==> config.mk <==
export PLATFORM = sky130hd
export DESIGN_NAME = round_robin_task_table_unit
export DESIGN_NICKNAME = d
export VERILOG_FILES = /design/src/hw/rtl/rrtt_pkg.sv /design/src/hw/rtl/round_robin_task_table_unit.sv /design/src/hw/rtl/rrtt_slot_match.sv
export SDC_FILE = /design/constraint.sdc
export NUM_CORES = 1
export LEC_CHECK = 0
export BUFFER_PORTS_ARGS = -buffer_cell sky130_fd_sc_hd__buf_2
export CORE_UTILIZATION = 55
export DETAILED_ROUTE_END_ITERATION = 12
export PLACE_DENSITY = 0.82
export RECOVER_POWER = 50
export SKIP_LAST_GASP = 1
export SYNTH_ARGS = -nofsm -noshare
export SYNTH_HDL_FRONTEND = slang
export SYNTH_SLANG_ARGS = --single-unit
==> constraint.sdc <==
create_clock -name clk -period 9.9 [get_ports clk]
set_clock_uncertainty 0.2 [all_clocks]
set_input_delay 1.485 -clock clk [delete_from_list [all_inputs] [get_ports clk]]
set_output_delay 1.485 -clock clk [all_outputs]
set_load 0.05 [all_outputs]
==> src/hw/rtl/rrtt_pkg.sv <==
`timescale 1ns / 1ps
// ----------------------------------------------------------------------------
// rrtt_pkg
// Shared types and constants of the round-robin task table unit.
// ----------------------------------------------------------------------------
package rrtt_pkg;

  localparam int TASK_SLOTS = 16;
  localparam int SLOT_W     = $clog2(TASK_SLOTS);
  localparam int PID_W      = 16;
  localparam int EXIT_W     = 8;
  localparam int ALIVE_W    = $clog2(TASK_SLOTS + 1);
  localparam int OP_W       = 3;
  localparam int STATUS_W   = 3;
  localparam logic [EXIT_W-1:0] EXIT_MASK = 8'hFF;

  typedef enum logic [OP_W-1:0] {
    OP_CREATE = 3'd0,
    OP_FORK   = 3'd1,
    OP_START  = 3'd2,
    OP_YIELD  = 3'd3,
    OP_EXIT   = 3'd4,
    OP_SWITCH = 3'd5,
    OP_WAIT   = 3'd6,
    OP_QUERY  = 3'd7
  } op_t;

  typedef enum logic [STATUS_W-1:0] {
    STS_OK           = 3'd0,
    STS_NO_CHANGE    = 3'd1,
    STS_NO_FREE      = 3'd2,
    STS_NO_CURRENT   = 3'd3,
    STS_NONE_RUNNABLE = 3'd4,
    STS_NO_CHILD     = 3'd5,
    STS_CHILD_ALIVE  = 3'd6
  } status_t;

  typedef enum logic [1:0] {
    SL_UNUSED  = 2'd0,
    SL_READY   = 2'd1,
    SL_RUNNING = 2'd2,
    SL_ZOMBIE  = 2'd3
  } slot_state_t;

  typedef enum logic {
    FSM_IDLE = 1'b0,
    FSM_SCAN = 1'b1
  } fsm_t;

  typedef struct packed {
    logic              has_parent;
    logic [SLOT_W-1:0] parent;
    logic [PID_W-1:0]  pid;
  } info_t;

  typedef struct packed {
    logic is_free;
    logic is_ready;
    logic is_child;
    logic is_zombie;
  } match_t;

endpackage

==> src/hw/rtl/round_robin_task_table_unit.sv <==
`timescale 1ns / 1ps
// ----------------------------------------------------------------------------
// round_robin_task_table_unit
// Task table with round-robin scheduling, fork/wait and pid allocation.
// ----------------------------------------------------------------------------
// One transaction at a time. An accepted event takes a setup step and then
// walks the table one slot per cycle until it finds its slot or has judged
// every slot; switch and no-current cases end on the first slot judged.
// The walk is what bounds the cost: slot states sit in flops, while pid,
// parent and exit byte sit in two record memories read one slot per cycle
// through a registered read (the read for the next slot is issued while
// the current one is judged). A result waits in the output register; the
// unit stalls its last scan cycle while the previous result is not taken.
// Slot pids, parents and exit bytes are undefined until a create or fork
// writes them.
// ----------------------------------------------------------------------------
module round_robin_task_table_unit
  import rrtt_pkg::*;
(
  input  logic                clk,
  input  logic                rst_n,
  input  logic                in_valid,
  output logic                in_stall,
  input  logic [OP_W-1:0]     in_operation,
  input  logic [SLOT_W-1:0]   in_target_slot,
  input  logic signed [PID_W-1:0] in_wanted_pid,
  input  logic [EXIT_W-1:0]   in_exit_value,
  output logic                out_valid,
  input  logic                out_stall,
  output logic [STATUS_W-1:0] out_result_code,
  output logic [PID_W-1:0]    out_result_pid,
  output logic [SLOT_W-1:0]   out_result_slot,
  output logic [2*EXIT_W-1:0] out_wait_status,
  output logic                out_child_has_exited,
  output logic                out_current_valid,
  output logic [SLOT_W-1:0]   out_current_slot,
  output logic [PID_W-1:0]    out_current_pid,
  output logic [ALIVE_W-1:0]  out_alive_count
);

  // Record memories
  info_t             info_mem [TASK_SLOTS];
  logic [EXIT_W-1:0] exit_mem [TASK_SLOTS];
  info_t             info_rd_r;
  logic [EXIT_W-1:0] exit_rd_r;
  logic [SLOT_W-1:0] rd_addr;
  logic              info_we;
  info_t             info_wdata;
  logic              exit_we;
  logic [SLOT_W-1:0] wr_addr;
  logic [EXIT_W-1:0] exit_wdata;

  // Control and scheduler state
  slot_state_t       slot_state_r [TASK_SLOTS];
  fsm_t              fsm_r, fsm_nxt;
  op_t               op_r, op_nxt;
  logic [SLOT_W-1:0] tgt_r, tgt_nxt;
  logic [PID_W-1:0]  want_r, want_nxt;
  logic [SLOT_W-1:0] idx_r, idx_nxt;
  logic [SLOT_W-1:0] cnt_r, cnt_nxt;
  logic              any_r, any_nxt;
  logic              run_valid_r, run_valid_nxt;
  logic [SLOT_W-1:0] run_slot_r, run_slot_nxt;
  logic [PID_W-1:0]  cur_pid_r, cur_pid_nxt;
  logic [PID_W-1:0]  next_pid_r, next_pid_nxt;
  logic [ALIVE_W-1:0] alive_r, alive_nxt;

  // Output register
  logic                out_valid_r, out_valid_nxt;
  logic [STATUS_W-1:0] out_code_r, out_code_nxt;
  logic [PID_W-1:0]    out_pid_r, out_pid_nxt;
  logic [SLOT_W-1:0]   out_slot_r, out_slot_nxt;
  logic [2*EXIT_W-1:0] out_wst_r, out_wst_nxt;
  logic                out_hx_r, out_hx_nxt;
  logic                out_cv_r, out_cv_nxt;
  logic [SLOT_W-1:0]   out_cs_r, out_cs_nxt;
  logic [PID_W-1:0]    out_cp_r, out_cp_nxt;
  logic [ALIVE_W-1:0]  out_alive_r, out_alive_nxt;

  // Two slot-state write ports; port b lands after port a
  logic              wa_en, wb_en;
  logic [SLOT_W-1:0] wa_slot, wb_slot;
  slot_state_t       wa_val, wb_val, old_b;

  match_t            match;
  logic              in_fire, out_free, last, done, need_cur;
  logic [SLOT_W-1:0] idx_inc, run_inc;

  rrtt_slot_match u_match (
    .slot_state (slot_state_r[idx_r]),
    .info       (info_rd_r),
    .want_pid   (want_r),
    .run_slot   (run_slot_r),
    .match      (match)
  );

  function automatic logic [SLOT_W-1:0] wrap_inc(input logic [SLOT_W-1:0] s);
    logic [SLOT_W-1:0] r;
    r = (s == SLOT_W'(TASK_SLOTS - 1)) ? '0 : s + 1'b1;
    return r;
  endfunction

  function automatic logic is_live(input slot_state_t s);
    logic r;
    r = (s == SL_READY) || (s == SL_RUNNING);
    return r;
  endfunction

  assign in_fire  = in_valid && !in_stall;
  assign out_free = !out_valid_r || !out_stall;
  assign idx_inc  = wrap_inc(idx_r);
  assign run_inc  = wrap_inc(run_slot_r);
  assign last     = (cnt_r == SLOT_W'(TASK_SLOTS - 1));
  assign need_cur = (op_r == OP_YIELD) || (op_r == OP_EXIT) ||
                    (op_r == OP_WAIT) || (op_r == OP_QUERY);

  always_comb begin
    fsm_nxt       = fsm_r;
    op_nxt        = op_r;
    tgt_nxt       = tgt_r;
    want_nxt      = want_r;
    idx_nxt       = idx_r;
    cnt_nxt       = cnt_r;
    any_nxt       = any_r;
    run_valid_nxt = run_valid_r;
    run_slot_nxt  = run_slot_r;
    cur_pid_nxt   = cur_pid_r;
    next_pid_nxt  = next_pid_r;
    in_stall      = (fsm_r != FSM_IDLE);
    rd_addr       = idx_r;
    info_we       = 1'b0;
    info_wdata    = '0;
    exit_we       = 1'b0;
    exit_wdata    = '0;
    wr_addr       = idx_r;
    wa_en = 1'b0; wa_slot = run_slot_r; wa_val = SL_UNUSED;
    wb_en = 1'b0; wb_slot = idx_r;      wb_val = SL_UNUSED;
    done            = 1'b0;
    out_code_nxt    = STS_OK;
    out_pid_nxt     = '0;
    out_slot_nxt    = '0;
    out_wst_nxt     = '0;
    out_hx_nxt      = 1'b0;
    out_valid_nxt   = out_valid_r && out_stall;

    unique case (fsm_r)
      FSM_IDLE: begin
        // Latch the event and point the record read at the first slot
        op_nxt   = op_t'(in_operation);
        tgt_nxt  = in_target_slot;
        if (in_wanted_pid[PID_W-1]) begin
          want_nxt = (in_wanted_pid == '1) ? '0 : PID_W'(-in_wanted_pid);
        end else begin
          want_nxt = in_wanted_pid;
        end
        cnt_nxt  = '0;
        any_nxt  = 1'b0;
        case (op_t'(in_operation))
          OP_YIELD, OP_EXIT: idx_nxt = run_inc;
          OP_SWITCH:         idx_nxt = in_target_slot;
          default:           idx_nxt = '0;
        endcase
        rd_addr = idx_nxt;
        if (in_fire) begin
          fsm_nxt = FSM_SCAN;
          // Exit retires the current task up front; the scan then finds a successor
          if ((op_t'(in_operation) == OP_EXIT) && run_valid_r) begin
            wa_en      = 1'b1;
            wa_val     = SL_ZOMBIE;
            exit_we    = 1'b1;
            wr_addr    = run_slot_r;
            exit_wdata = in_exit_value & EXIT_MASK;
          end
        end
      end

      FSM_SCAN: begin
        if (need_cur && !run_valid_r) begin
          done         = 1'b1;
          out_code_nxt = STS_NO_CURRENT;
        end else begin
          case (op_r)
            OP_CREATE, OP_FORK: begin
              if (match.is_free) begin
                done         = 1'b1;
                out_pid_nxt  = next_pid_r;
                out_slot_nxt = idx_r;
              end else if (last) begin
                done         = 1'b1;
                out_code_nxt = STS_NO_FREE;
              end
            end
            OP_START, OP_EXIT: begin
              if (match.is_ready) begin
                done         = 1'b1;
                out_pid_nxt  = info_rd_r.pid;
                out_slot_nxt = idx_r;
              end else if (last) begin
                done         = 1'b1;
                out_code_nxt = STS_NONE_RUNNABLE;
              end
            end
            OP_YIELD: begin
              if (match.is_ready && (idx_r != run_slot_r)) begin
                done         = 1'b1;
                out_pid_nxt  = info_rd_r.pid;
                out_slot_nxt = idx_r;
              end else if (match.is_ready || last) begin
                done         = 1'b1;
                out_code_nxt = STS_NO_CHANGE;
              end
            end
            OP_SWITCH: begin
              done         = 1'b1;
              out_pid_nxt  = info_rd_r.pid;
              out_slot_nxt = idx_r;
            end
            OP_WAIT: begin
              if (match.is_child && match.is_zombie) begin
                done         = 1'b1;
                out_pid_nxt  = info_rd_r.pid;
                out_slot_nxt = idx_r;
                out_wst_nxt  = {exit_rd_r & EXIT_MASK, EXIT_W'(0)};
              end else if (last) begin
                done         = 1'b1;
                out_code_nxt = (any_r || match.is_child) ? STS_CHILD_ALIVE
                                                         : STS_NO_CHILD;
              end
            end
            default: begin
              if (match.is_child) begin
                done         = 1'b1;
                out_pid_nxt  = info_rd_r.pid;
                out_slot_nxt = idx_r;
                out_hx_nxt   = match.is_zombie;
              end else if (last) begin
                done         = 1'b1;
                out_code_nxt = STS_NO_CHILD;
              end
            end
          endcase
        end

        if (!done) begin
          // Advance to the next slot; issue its record read now
          idx_nxt = idx_inc;
          cnt_nxt = cnt_r + 1'b1;
          any_nxt = any_r || (op_r == OP_WAIT && match.is_child);
          rd_addr = idx_inc;
        end else if (out_free) begin
          fsm_nxt       = FSM_IDLE;
          out_valid_nxt = 1'b1;
          if (out_code_nxt == STS_OK) begin
            case (op_r)
              OP_CREATE, OP_FORK: begin
                info_we               = 1'b1;
                info_wdata.pid        = next_pid_r;
                info_wdata.has_parent = (op_r == OP_FORK);
                info_wdata.parent     = (op_r == OP_FORK) ? tgt_r : '0;
                exit_we               = 1'b1;
                wb_en                 = 1'b1;
                wb_val                = SL_READY;
                next_pid_nxt = (next_pid_r == '1) ? PID_W'(1) : next_pid_r + 1'b1;
              end
              OP_START, OP_YIELD, OP_EXIT, OP_SWITCH: begin
                if ((op_r == OP_YIELD) ||
                    ((op_r == OP_SWITCH) && run_valid_r &&
                     (slot_state_r[run_slot_r] == SL_RUNNING))) begin
                  wa_en  = 1'b1;
                  wa_val = SL_READY;
                end
                wb_en         = 1'b1;
                wb_val        = SL_RUNNING;
                run_valid_nxt = 1'b1;
                run_slot_nxt  = idx_r;
                cur_pid_nxt   = info_rd_r.pid;
              end
              OP_WAIT: begin
                wb_en  = 1'b1;
                wb_val = SL_UNUSED;
              end
              default: ;
            endcase
          end else if ((op_r == OP_EXIT) && (out_code_nxt == STS_NONE_RUNNABLE)) begin
            // Nothing left to run
            run_valid_nxt = 1'b0;
            run_slot_nxt  = '0;
            cur_pid_nxt   = '0;
          end
        end else begin
          // Result register busy: hold this slot and its read data
          done    = 1'b0;
          rd_addr = idx_r;
        end
      end

      default: fsm_nxt = FSM_IDLE;
    endcase

    // Live count follows the slot-state writes
    alive_nxt = alive_r;
    if (wa_en) begin
      alive_nxt = alive_nxt - ALIVE_W'(is_live(slot_state_r[wa_slot]))
                            + ALIVE_W'(is_live(wa_val));
    end
    old_b = (wa_en && (wa_slot == wb_slot)) ? wa_val : slot_state_r[wb_slot];
    if (wb_en) begin
      alive_nxt = alive_nxt - ALIVE_W'(is_live(old_b)) + ALIVE_W'(is_live(wb_val));
    end

    out_cv_nxt    = run_valid_nxt;
    out_cs_nxt    = run_valid_nxt ? run_slot_nxt : '0;
    out_cp_nxt    = run_valid_nxt ? cur_pid_nxt : '0;
    out_alive_nxt = alive_nxt;
  end

  // Memories: one write and one registered read per cycle each
  always_ff @(posedge clk) begin
    if (info_we) begin
      info_mem[wr_addr] <= info_wdata;
    end
    if (exit_we) begin
      exit_mem[wr_addr] <= exit_wdata;
    end
    info_rd_r <= info_mem[rd_addr];
    exit_rd_r <= exit_mem[rd_addr];
  end

  always_ff @(posedge clk) begin
    if (!rst_n) begin
      fsm_r       <= FSM_IDLE;
      run_valid_r <= 1'b0;
      run_slot_r  <= '0;
      cur_pid_r   <= '0;
      next_pid_r  <= PID_W'(1);
      alive_r     <= '0;
      out_valid_r <= 1'b0;
      for (int i = 0; i < TASK_SLOTS; i++) begin
        slot_state_r[i] <= SL_UNUSED;
      end
    end else begin
      fsm_r       <= fsm_nxt;
      run_valid_r <= run_valid_nxt;
      run_slot_r  <= run_slot_nxt;
      cur_pid_r   <= cur_pid_nxt;
      next_pid_r  <= next_pid_nxt;
      alive_r     <= alive_nxt;
      out_valid_r <= out_valid_nxt;
      // Port b wins when both ports hit the same slot
      if (wa_en && !(wb_en && (wb_slot == wa_slot))) begin
        slot_state_r[wa_slot] <= wa_val;
      end
      if (wb_en) begin
        slot_state_r[wb_slot] <= wb_val;
      end
    end
  end

  always_ff @(posedge clk) begin
    op_r   <= op_nxt;
    tgt_r  <= tgt_nxt;
    want_r <= want_nxt;
    idx_r  <= idx_nxt;
    cnt_r  <= cnt_nxt;
    any_r  <= any_nxt;
    if (fsm_r == FSM_SCAN && done && out_free) begin
      out_code_r   <= out_code_nxt;
      out_pid_r    <= out_pid_nxt;
      out_slot_r   <= out_slot_nxt;
      out_wst_r    <= out_wst_nxt;
      out_hx_r     <= out_hx_nxt;
      out_cv_r     <= out_cv_nxt;
      out_cs_r     <= out_cs_nxt;
      out_cp_r     <= out_cp_nxt;
      out_alive_r  <= out_alive_nxt;
    end
  end

  assign out_valid            = out_valid_r;
  assign out_result_code      = out_code_r;
  assign out_result_pid       = out_pid_r;
  assign out_result_slot      = out_slot_r;
  assign out_wait_status      = out_wst_r;
  assign out_child_has_exited = out_hx_r;
  assign out_current_valid    = out_cv_r;
  assign out_current_slot     = out_cs_r;
  assign out_current_pid      = out_cp_r;
  assign out_alive_count      = out_alive_r;

endmodule

==> src/hw/rtl/rrtt_slot_match.sv <==
`timescale 1ns / 1ps
// ----------------------------------------------------------------------------
// rrtt_slot_match
// Classifies the slot under scan: free, ready, zombie, child of the current task.
// ----------------------------------------------------------------------------
module rrtt_slot_match
  import rrtt_pkg::*;
(
  input  slot_state_t       slot_state,
  input  info_t             info,
  input  logic [PID_W-1:0]  want_pid,
  input  logic [SLOT_W-1:0] run_slot,
  output match_t            match
);

  always_comb begin
    match.is_free   = (slot_state == SL_UNUSED);
    match.is_ready  = (slot_state == SL_READY);
    match.is_zombie = (slot_state == SL_ZOMBIE);
    match.is_child  = (slot_state != SL_UNUSED) && info.has_parent &&
                      (info.parent == run_slot) &&
                      ((want_pid == '0) || (info.pid == want_pid));
  end

endmodule

=== After elaboration in Yosys (flattened, before gate mapping) ===
Memories as Yosys holds them, arrays and structs flattened. A register that Yosys moved wholly into a read port is not among the register bits.
Cells that the tools add are included.

* Equality and inequality tests: 32
* Multiplexer cells: 141
* $add $sub $neg: 9
* Reduce and logical (&&, ||, !) cells: 54
* Bitwise operators: 5

{| class="wikitable"
|+ Operators by type and width
! operator !! count
|-
| 2-to-1 mux 16 bit || 12
|-
| 2-to-1 mux 21 bit || 5
|-
| 2-to-1 mux 4 bit || 22
|-
| one-hot mux 16 bit (5 select lines) || 1
|-
| 2-to-1 mux 1 bit || 62
|-
| == test 16 bit, second input constant || 2
|-
| 2-to-1 mux 15 bit || 2
|-
| 2-to-1 mux 2 bit || 12
|-
| 2-to-1 mux 3 bit || 8
|-
| 2-to-1 mux 8 bit || 3
|-
| one-hot mux 4 bit (2 select lines) || 3
|-
| == test 3 bit, second input constant || 7
|-
| one-hot mux 4 bit (5 select lines) || 1
|-
| logical AND 1 bit || 18
|-
| adder 16 x 1 -> 16 bit, second input constant || 1
|-
| == test 16 bit || 1
|-
| logical NOT 16 bit || 1
|-
| negation 16 bit || 1
|-
| one-hot mux 3 bit (5 select lines) || 1
|-
| OR reduction 2 bit || 7
|-
| logical OR 1 bit || 13
|-
| adder 4 x 1 -> 4 bit, second input constant || 3
|-
| == test 4 bit || 3
|-
| == test 4 bit, second input constant || 3
|-
| 22 further kinds || 49
|}

* Memories: 3
* RAM bits: 496
* Logic and storage cells: 268
* Input bits: 35
* Flip-flop bits (word level): 142
* Output and inout port bits: 68

{| class="wikitable"
|+ Memories
! name !! words !! width !! read ports !! clocked after Yosys merged registers in !! wr ports !! RTL line !! source
|-
| info_mem || 16 || 21 || 1 || 1 || 1 || round_robin_task_table_unit.sv:42 || <nowiki>info_t info_mem [TASK_SLOTS];</nowiki>
|-
| exit_mem || 16 || 8 || 1 || 1 || 1 || round_robin_task_table_unit.sv:43 || <nowiki>logic [EXIT_W-1:0] exit_mem [TASK_SLOTS];</nowiki>
|-
| slot_state_r || 16 || 2 || 2 || 2 || 16 || round_robin_task_table_unit.sv:54 || <nowiki>slot_state_t slot_state_r [TASK_SLOTS];</nowiki>
|}

=== Longest topological paths before layout ===
Gate-level depths: netlist of the first run.

* Depth after elaboration: 24
* Depth in mapped cells: 26

=== Cells and area by module ===
A second synthesis of the first run with hierarchy kept.

* Cell total of the unflattened synthesis: 2044
* Area, all modules: 28085.7 um2

{| class="wikitable"
|+ Modules (own cells, without submodules)
! module !! area an instance (um2) !! cells each !! times used !! seq. area each (um2)
|-
| round_robin_task_table_unit || 27806.7 || 2008 || 1 || 19018.2
|-
| rrtt_slot_match || 279.0 || 36 || 1 || 0.0
|}

=== Worst setup path before layout of the first run ===
No wires, ideal clock.

* Kind: register -> register
* From: register run_slot_r[0]
* To: register out_alive_r[3], in the netlist out_alive_count[3], data pin
* Library setup time: 262 ps
* Buffers on the path: 2
* Cell stages (with the launch flop): 22
* Arrival: 5556 ps
* Period minus slack after synthesis: 6018 ps
* Slack: 3882 ps
* Cell sequence: dfxtp_1 > clkbuf_1 > buf_1 > mux4_2 > mux4_2 > inv_1 > ha_1 > a31oi_1 > or3b_2 > or2_2 > ha_1 > inv_1 > ha_1 > inv_1 > fa_1 > xnor2_1 > mux2i_1 > ha_1 > a21oi_1 > nor2b_4 > a211oi_4 > xnor2_1

* Word-level cells in the longest chain between the ends: 22
* Elaborated cells between the ends (all ways): 55
* Classes of those cells: add/sub (3); eq/ne (9); mux (33); reduce/logical (10)

{| class="wikitable"
|+ Ends and longest elaborated chain
! what !! RTL line !! source
|-
| start: declaration || round_robin_task_table_unit.sv:63 || <nowiki>logic [SLOT_W-1:0] run_slot_r, run_slot_nxt;</nowiki>
|-
| start signal: assignment || round_robin_task_table_unit.sv:344 || <nowiki>run_slot_r <= run_slot_nxt;</nowiki>
|-
| == test 4 bit || rrtt_slot_match.sv:21 || <nowiki>(info.parent == run_slot) &&</nowiki>
|-
| logical AND 1 bit || rrtt_slot_match.sv:20 || <nowiki>match.is_child = (slot_state != SL_UNUSED) && info.has_parent &&</nowiki>
|-
| logical AND 1 bit || rrtt_slot_match.sv:21 ||
|-
| logical OR 1 bit || round_robin_task_table_unit.sv:226 || <nowiki>out_code_nxt = (any_r || match.is_child) ? STS_CHILD_ALIVE</nowiki>
|-
| 2-to-1 mux 2 bit || round_robin_task_table_unit.sv:226 ||
|-
| 2-to-1 mux 3 bit || round_robin_task_table_unit.sv:224 || <nowiki>end else if (last) begin</nowiki>
|-
| 2-to-1 mux 3 bit || round_robin_task_table_unit.sv:219 || <nowiki>if (match.is_child && match.is_zombie) begin</nowiki>
|-
| one-hot mux 3 bit (5 select lines) || round_robin_task_table_unit.sv:182 || <nowiki>case (op_r)</nowiki>
|-
| [... 7 more ...] || -- ||
|-
| == test 2 x 1 -> 1 bit, or another cell as far along || round_robin_task_table_unit.sv:105 || <nowiki>r = (s == SL_READY) || (s == SL_RUNNING);</nowiki>
|-
| logical OR 1 bit / 2-to-1 mux 2 bit (equally long branches) || round_robin_task_table_unit.sv:105, round_robin_task_table_unit.sv:306 ||
|-
| adder 5 x 1 -> 5 bit, or another cell as far along || round_robin_task_table_unit.sv:304 || <nowiki>+ ALIVE_W'(is_live(wa_val));</nowiki>
|-
| 2-to-1 mux 5 bit / logical OR 1 bit (equally long branches) || round_robin_task_table_unit.sv:302, round_robin_task_table_unit.sv:105 ||
|-
| subtractor 5 x 1 -> 5 bit || round_robin_task_table_unit.sv:308 || <nowiki>alive_nxt = alive_nxt - ALIVE_W'(is_live(old_b)) + ALIVE_W'(is_live(wb_val));</nowiki>
|-
| adder 5 x 1 -> 5 bit || round_robin_task_table_unit.sv:308 ||
|-
| 2-to-1 mux 5 bit (*) || round_robin_task_table_unit.sv:307 || <nowiki>if (wb_en) begin</nowiki>
|-
| named net alive_nxt[3] || round_robin_task_table_unit.sv:66 || <nowiki>logic [ALIVE_W-1:0] alive_r, alive_nxt;</nowiki>
|-
| end signal: assignment || round_robin_task_table_unit.sv:375 || <nowiki>out_alive_r <= out_alive_nxt;</nowiki>
|-
| end: declaration || round_robin_task_table_unit.sv:78 || <nowiki>logic [ALIVE_W-1:0] out_alive_r, out_alive_nxt;</nowiki>
|}

The timed path passes the listed nets; every way through them passes the cells marked *. The select of a mux whose other input is x is not followed.
A chain may end at the register's enable or synchronous reset.

=== Worst setup path after layout of the first run ===
* From: register idx_r[0]
* To: register info_rd_r[14] (netlist name)

* Word-level cells in the longest chain between the ends: 8
* Elaborated cells between the ends (all ways): 11
* Classes of those cells: add/sub (1); eq/ne (2); mux (7); reduce/logical (1)

{| class="wikitable"
|+ Ends and longest elaborated chain
! what !! RTL line !! source
|-
| start: declaration || round_robin_task_table_unit.sv:59 || <nowiki>logic [SLOT_W-1:0] idx_r, idx_nxt;</nowiki>
|-
| start signal: assignment || round_robin_task_table_unit.sv:363 || <nowiki>idx_r <= idx_nxt;</nowiki>
|-
| != test 4 bit || round_robin_task_table_unit.sv:204 || <nowiki>if (match.is_ready && (idx_r != run_slot_r)) begin</nowiki>
|-
| logical AND 1 bit || round_robin_task_table_unit.sv:204 ||
|-
| 2-to-1 mux 1 bit || round_robin_task_table_unit.sv:204 ||
|-
| one-hot mux 1 bit (5 select lines) || round_robin_task_table_unit.sv:182 ||
|-
| 2-to-1 mux 1 bit || round_robin_task_table_unit.sv:178 || <nowiki>if (need_cur && !run_valid_r) begin</nowiki>
|-
| 2-to-1 mux 1 bit || round_robin_task_table_unit.sv:146 || <nowiki>unique case (fsm_r)</nowiki>
|-
| 2-to-1 mux 4 bit (*) || -- ||
|-
| one-hot mux 4 bit (2 select lines) (*) || round_robin_task_table_unit.sv:146 ||
|}

Mark *: on every way between the ends. The rest lies on a longest branch, timed or not. The select of a mux whose other input is x is not followed.

==> qor.csv, run 1 <==
metric;value;unit
outcome;complete, but fails checks;
violated checks;max-capacitance violations, max-slew violations;
clock slew at reported path FFs;0.06;ns
FF+latch count, synth;659;
Initial Utilization;56.2;%
Worst Path Arrival;8.12;ns
Worst setup SP type;flip-flop;
Num Clock Sinks;659;
Die W;229;µm
final hold vios;0;
Post-Place Cell Area;29400;µm²
clock root buffer;clkbuf_16;
critical path fanouts, max;86;
drt drc;0;
final instance area;31100;µm²
compound-gate portion of the synthesized area;10.8;%
Slew @ Worst Pin;4.07;ns
drt via density;6.25;
Final Routed Wirelength;66900;µm
RSZ-0062 raised after global routing;no;
H-tree Lvls;2;
Cell variety after synth;77;
Seq/Total Area, Yosys;67.1;%
initial drt markers;2297;
Tmin final;7.86;ns
hold buffers post-CTS;0;
DR vias;18300;
core area;50500;µm²
Post-Synth XOR/XNOR Area;1.76;%
largest net degree at the start of global routing;106;
Max Cap Viol;6;
Port Buffer Count;94;
Inserted Clock Buffers;60;
Final Wtd Congestion;0.873;
final setup vio count;0;
largest family of logic cells by synthesized area;compound AO/OA/AOI/OAI gates;
Avg WL per Cell;22.8;µm
ANT nets after route;0;
P_leak;11.1;nW
TritonCTS clock tree;built;
CP Capture Type;flip-flop;
Final Power;6.36;mW
Area growth syn-to-layout;9.82;%
mux contribution to synthesized area;6.49;%
Clock Latency Late Sink;0.64;ns
Non-Filler Instances;2929;
1st-pass router iterations;6;
chip height;229;µm
crit share post-route;79.4;%
cells after synthesis;2151;
Pwr per Cell Area;204;nW/µm²
placed instance count;2820;
Worst VDD drop;0.139;mV
Hold Path Class;reg -> reg;
GRT Total Usage;25.1;%
EDFF count, synth;582;
post-DP HPWL;40900;µm
WS Path Type;reg -> reg;
I/O pin count;103;
full die area;52500;µm²
initial antenna violation count;2;
Async S/R FF share, synth;0;%
CTS Buffer Depth;3;
share of cells above drive strength 1;8.86;%
Post-Synth Adder-Cell Area;1.16;%
diode count;0;
final-report max-slew violation count;235;
average size of a mapped cell;13.2;µm²
CP required;10.16;ns
post-CTS setup buffer count;0;
synthesized cell area;28400;µm²
Total Nets Final;2270;
Hold Crit Depth;1;
row cnt;82;
Setup TNS;0;ns
vias in the first global route;17800;
post-CTS sizing;0;
Fmax;127;MHz
Synth Area in Simple Gates;9.12;%
Worst R2R Path Depth;12;
Slew headroom;-171;%
prevailing post-synth register cell;edfxtp_1;
Ys Warns;0;
first-pass GRT wire length;101000;µm
Core Util, Final;61.7;%
GRT overflow;0;
[worst paths after layout]
kind | startpoint | endpoint | slack [ns]
worst max-delay path | idx_r[0] | info_rd_r[14] | 2.04
worst min-delay path | exit_rd_r[4] | out_wait_status[12] | 0.32
worst max register to register | idx_r[0] | info_rd_r[14] | 2.04
worst min register to register | exit_rd_r[4] | out_wait_status[12] | 0.32
[Yosys cell counts (36+ instances only)]
library cell,n,area (µm²)
a21oi_1,138,691
nand2b_1,62,388
a22oi_1,69,518
o21ai_0,78,390
dfxtp_1,77,1540
nor2_1,175,657
edfxtp_1,582,17500
and2_1,36,225
nand2_1,160,601
mux2i_1,140,1400
clkbuf_1,88,330
inv_1,99,372
[metrics by stage]
step / hold WS [ns] / worst slack (ns)
after floorplan: 0.271 / 3.88
after global placement: 0.293 / 3.00
after detailed placement: 0.297 / 2.85
after CTS: 0.317 / 2.84
after global routing: 0.348 / 1.37
final: 0.320 / 2.04
[cell usage in the layout (no fill, tap or decap), types with 19 or more instances in the layout]
master	synthesis	routed
edfxtp_1	582	582
nand2_1	160	160
nor2_1	175	159
mux2i_1	140	140
a21oi_1	138	138
inv_1	99	99
clkbuf_1	88	87
o21ai_0	78	78
dfxtp_1	77	77
a22oi_1	69	69
nand2b_1	62	62
clkbuf_16	0	60
a31oi_1	32	32
xnor2_1	32	32
a221oi_1	32	32
buf_4	13	30
a32oi_1	29	29
and2_0	0	26
xor2_1	25	25
buf_2	28	24
ha_1	23	23
nor3_1	22	21
nand3_1	18	19
[report_power, final]
group	internal (mW)	switching, mW	total [mW]
clock	1.25	0.998	2.25
combinational	0.300	0.635	0.936
sequential	3.09	0.0828	3.18
[critical path, stage by stage (launching register included)]
cell,delay (ns)
dfxtp_1,0.90
mux4_2,0.59
a22oi_1,0.22
nand3_1,0.28
nor2b_1,0.31
o21a_1,0.17
a211oi_1,0.42
nor2_1,0.23
o221ai_4,0.39
clkbuf_1,2.88
o21ai_0,0.40
a32oi_1,0.39
nand2_1,0.20
[flip-flops by register name, indices dropped and copies added, names as in the netlist, 4 cells and up]
| signal | count |
|---|---|
| alive_r | 5 |
| out_wait_status | 8 |
| idx_r | 4 |
| out_alive_count | 5 |
| next_pid_r | 16 |
| out_current_slot | 4 |
| out_result_pid | 16 |
| info_rd_r | 21 |
| slot_state_r | 32 |
| exit_mem | 128 |
| tgt_r | 4 |
| cnt_r | 4 |
| out_result_slot | 4 |
| cur_pid_r | 16 |
| run_slot_r | 4 |
| out_current_pid | 16 |
| want_r | 16 |
| exit_rd_r | 8 |
| info_mem | 336 |
[metal layers]
metal | vias up | GRT usage [%] | routed length [µm] | share of wire, %
li1 | 8145 | - | - | -
met3 | 148 | 4.44 | 6170 | 9.2
met1 | 9047 | 33.3 | 25800 | 39
met2 | 961 | 42.1 | 33100 | 49
met4 | 0 | 8.13 | 1850 | 2.8
met5 | - | 0 | 0 | 0
[kinds of logic (layout without fill, tap and decap cells)]
logic type | Yosys count | in the layout
flip-flops | 659 | 659
AND/OR/NAND/NOR | 541 | 541
AO/OA/AOI/OAI | 467 | 467
buffers and inverters | 240 | 339
multiplexers | 161 | 161
XOR/XNOR | 57 | 57
adder cells (fa/ha/maj) | 25 | 25
other | 1 | 8
[layout make-up]
| cell class | instances | area, µm² |
|---|---|---|
| sequential | 659 | 19000 |
| tap | 672 | 841 |
| multi-input combinational | 1259 | 8380 |
| fill | 3626 | 19300 |
| inverter | 101 | 379 |
| clock buffer | 73 | 1560 |
| clock inverter | 36 | 347 |
| timing repair buffer | 129 | 627 |
(Power assumes the default switching activity.)
==> run 2: changes to the inputs <==
==> constraint.sdc (replaced) <==
create_clock -name clk -period 7.7 [get_ports clk]
set_clock_uncertainty 0.2 [all_clocks]
set_input_delay 1.155 -clock clk [delete_from_list [all_inputs] [get_ports clk]]
set_output_delay 1.155 -clock clk [all_outputs]
set_load 0.05 [all_outputs]
==> run 2 against run 1 <==
The flow still finishes with violations (max-capacitance violations, max-slew violations). Count of clock-buffer cells in the layout down 3. Clock power is 32% higher. Critical endpoint is now out_alive_count[4]. Largest cell class unchanged. Highest routed layer is now met5. Maximum frequency increased by 12%.
==> qor.csv, run 2 (synthesized netlist as in run 1, its figures left out) <==
metric;value;unit
final-report max-slew violation count;231;
Clock Latency Late Sink;0.63;ns
Worst R2R Path Depth;22;
Max Cap Viol;5;
met3 wire length;5890;µm
Worst setup SP type;flip-flop;
max layer used;met5;
Pwr per Cell Area;264;nW/µm²
beginning of the worst hold path;exit_rd_r[5];
share of cells above drive strength 1;9.48;%
Reg-to-Reg End;out_alive_count[4];
Worst path slowest cell;or4_1;
DR vias;18300;
worst reg2reg path startpoint;idx_r[0];
Inserted Clock Buffers;60;
crit share post-route;90.8;%
CP required;7.87;ns
Setup TNS;0;ns
WS Path Type;reg -> reg;
largest net degree at the start of global routing;232;
clock root buffer;clkbuf_16;
vias in the first global route;17600;
hold buffers post-CTS;0;
initial drt markers;2226;
filler cell count in the final layout;3618;
CTS Buffer Depth;3;
FF-to-FF setup slack;0.71;ns
Tmin final;6.99;ns
Die W;229;µm
H-tree Lvls;2;
post-CTS setup buffer count;0;
Worst VDD drop;0.207;mV
Initial Utilization;56.2;%
flip-flop count of the largest register after layout;336;
full die area;52500;µm²
Final Routed Wirelength;66500;µm
Num Clock Sinks;659;
Area growth syn-to-layout;10.3;%
number of buffers and inverters on the critical path;4;
worst hold slack;0.302;ns
Avg WL per Cell;22.6;µm
met2 routed WL;33000;µm
commonest cells after routing, fill and taps aside;edfxtp_1, nand2_1, nor2_1;
Slew headroom;-74.9;%
RSZ-0062 raised after global routing;no;
post-CTS sizing;0;
first-pass GRT wire length;101000;µm
core area;50500;µm²
WHS Endpoint;out_wait_status[13];
initial antenna violation count;3;
Fmax;143;MHz
final setup vio count;0;
largest reg by FF count;info_mem;
post-DP HPWL;40600;µm
CP Capture Type;flip-flop;
Slew @ Worst Pin;2.62;ns
clock slew at reported path FFs;0.07;ns
CP dominant cell by count;inv_1;
GRT overflow;0;
outcome;complete, but fails checks;
Worst Path Arrival;7.16;ns
TritonCTS clock tree;built;
Hold Path Class;reg -> reg;
critical path fanouts, max;10;
final hold vios;0;
1st-pass router iterations;7;
drt drc;0;
crit path cell chain;clkbuf_1, mux4_2, nand3_1, nand3_1, or2_0, a22oi_1, o31a_1, or4_1, or2_2, ha_1, inv_1, ha_1, inv_1, fa_1, mux2i_1, inv_1, fa_1, nor3_1, mux2_2, a211o_1, o211ai_2, xnor2_1;
P_leak;11.2;nW
Largest regs;info_mem: 336 flops, exit_mem: 128 flops, slot_state_r: 32 flops;
chip height;229;µm
Crit path max-delay family;simple AND/OR/NAND/NOR gates;
ANT nets after route;0;
commonest non-fill, non-tap cell in the layout;edfxtp_1;
Total Nets Final;2277;
Final Wtd Congestion;0.990;
Port Buffer Count;94;
row cnt;82;
GRT Total Usage;25.1;%
I/O pin count;103;
wl on met1;25700;µm
violated checks;max-capacitance violations, max-slew violations;
slowest stage delay, CP;0.74;ns
drt via density;6.24;
Hold Crit Depth;1;
==> run 2: report_power, final <==
part	leakage [nW]	total [mW]	internal, mW	switching, mW
clock network	0.962	2.97	1.68	1.29
logic	3.48	1.23	0.397	0.829
registers	6.71	4.07	3.98	0.0963
total	11.2	8.26	6.05	2.22
==> run 2: per-stage QoR <==
step | utilization, % | std cells | area, µm² | power, mW | setup slack [ns]
after floorplan | - | 2158 | 28400 | 5.04 | 1.68
after global placement | 58.4 | 2827 | 29500 | 5.31 | 1.08
final | 62.0 | 2940 | 31300 | 8.26 | 0.710
after CTS | 62.3 | 2939 | 31500 | 8.27 | 0.829
after detailed placement | 58.4 | 2827 | 29500 | 5.35 | 0.932
after global routing | 61.9 | 2939 | 31300 | 8.53 | 0.304
==> run 2: worst max-delay path by stage <==
| stage | from | to | slack, ns | depth (start not counted) |
|---|---|---|---|---|
| after floorplan | run_slot_r[0] | out_alive_count[3] | 1.68 | 21 |
| after global placement | idx_r[0] | out_alive_count[3] | 1.08 | 20 |
| after detailed placement | idx_r[0] | out_alive_count[4] | 0.93 | 21 |
| after CTS | idx_r[0] | out_alive_count[4] | 0.83 | 21 |
| after global routing | idx_r[0] | out_alive_count[4] | 0.30 | 22 |
| final | idx_r[0] | out_alive_count[4] | 0.71 | 22 |
==> run 2: routing by layer <==
layer | vias to the layer above | track usage [%]
li1 | 8136 | -
met1 | 9042 | 33.0
met2 | 996 | 42.4
met3 | 159 | 4.26
met4 | 2 | 8.44
met5 | - | 0
==> run 2: area by class of cell <==
class	instances	area (µm²)	share of cell area [%]
sequential	659	19000	60.8
multi-input combinational	1259	8400	26.9
clock buffer	70	1550	4.95
tap	672	841	2.69
timing repair buffer	136	677	2.16
clock inverter	42	404	1.29
inverter	101	379	1.21
antenna	1	2.50	0.00800
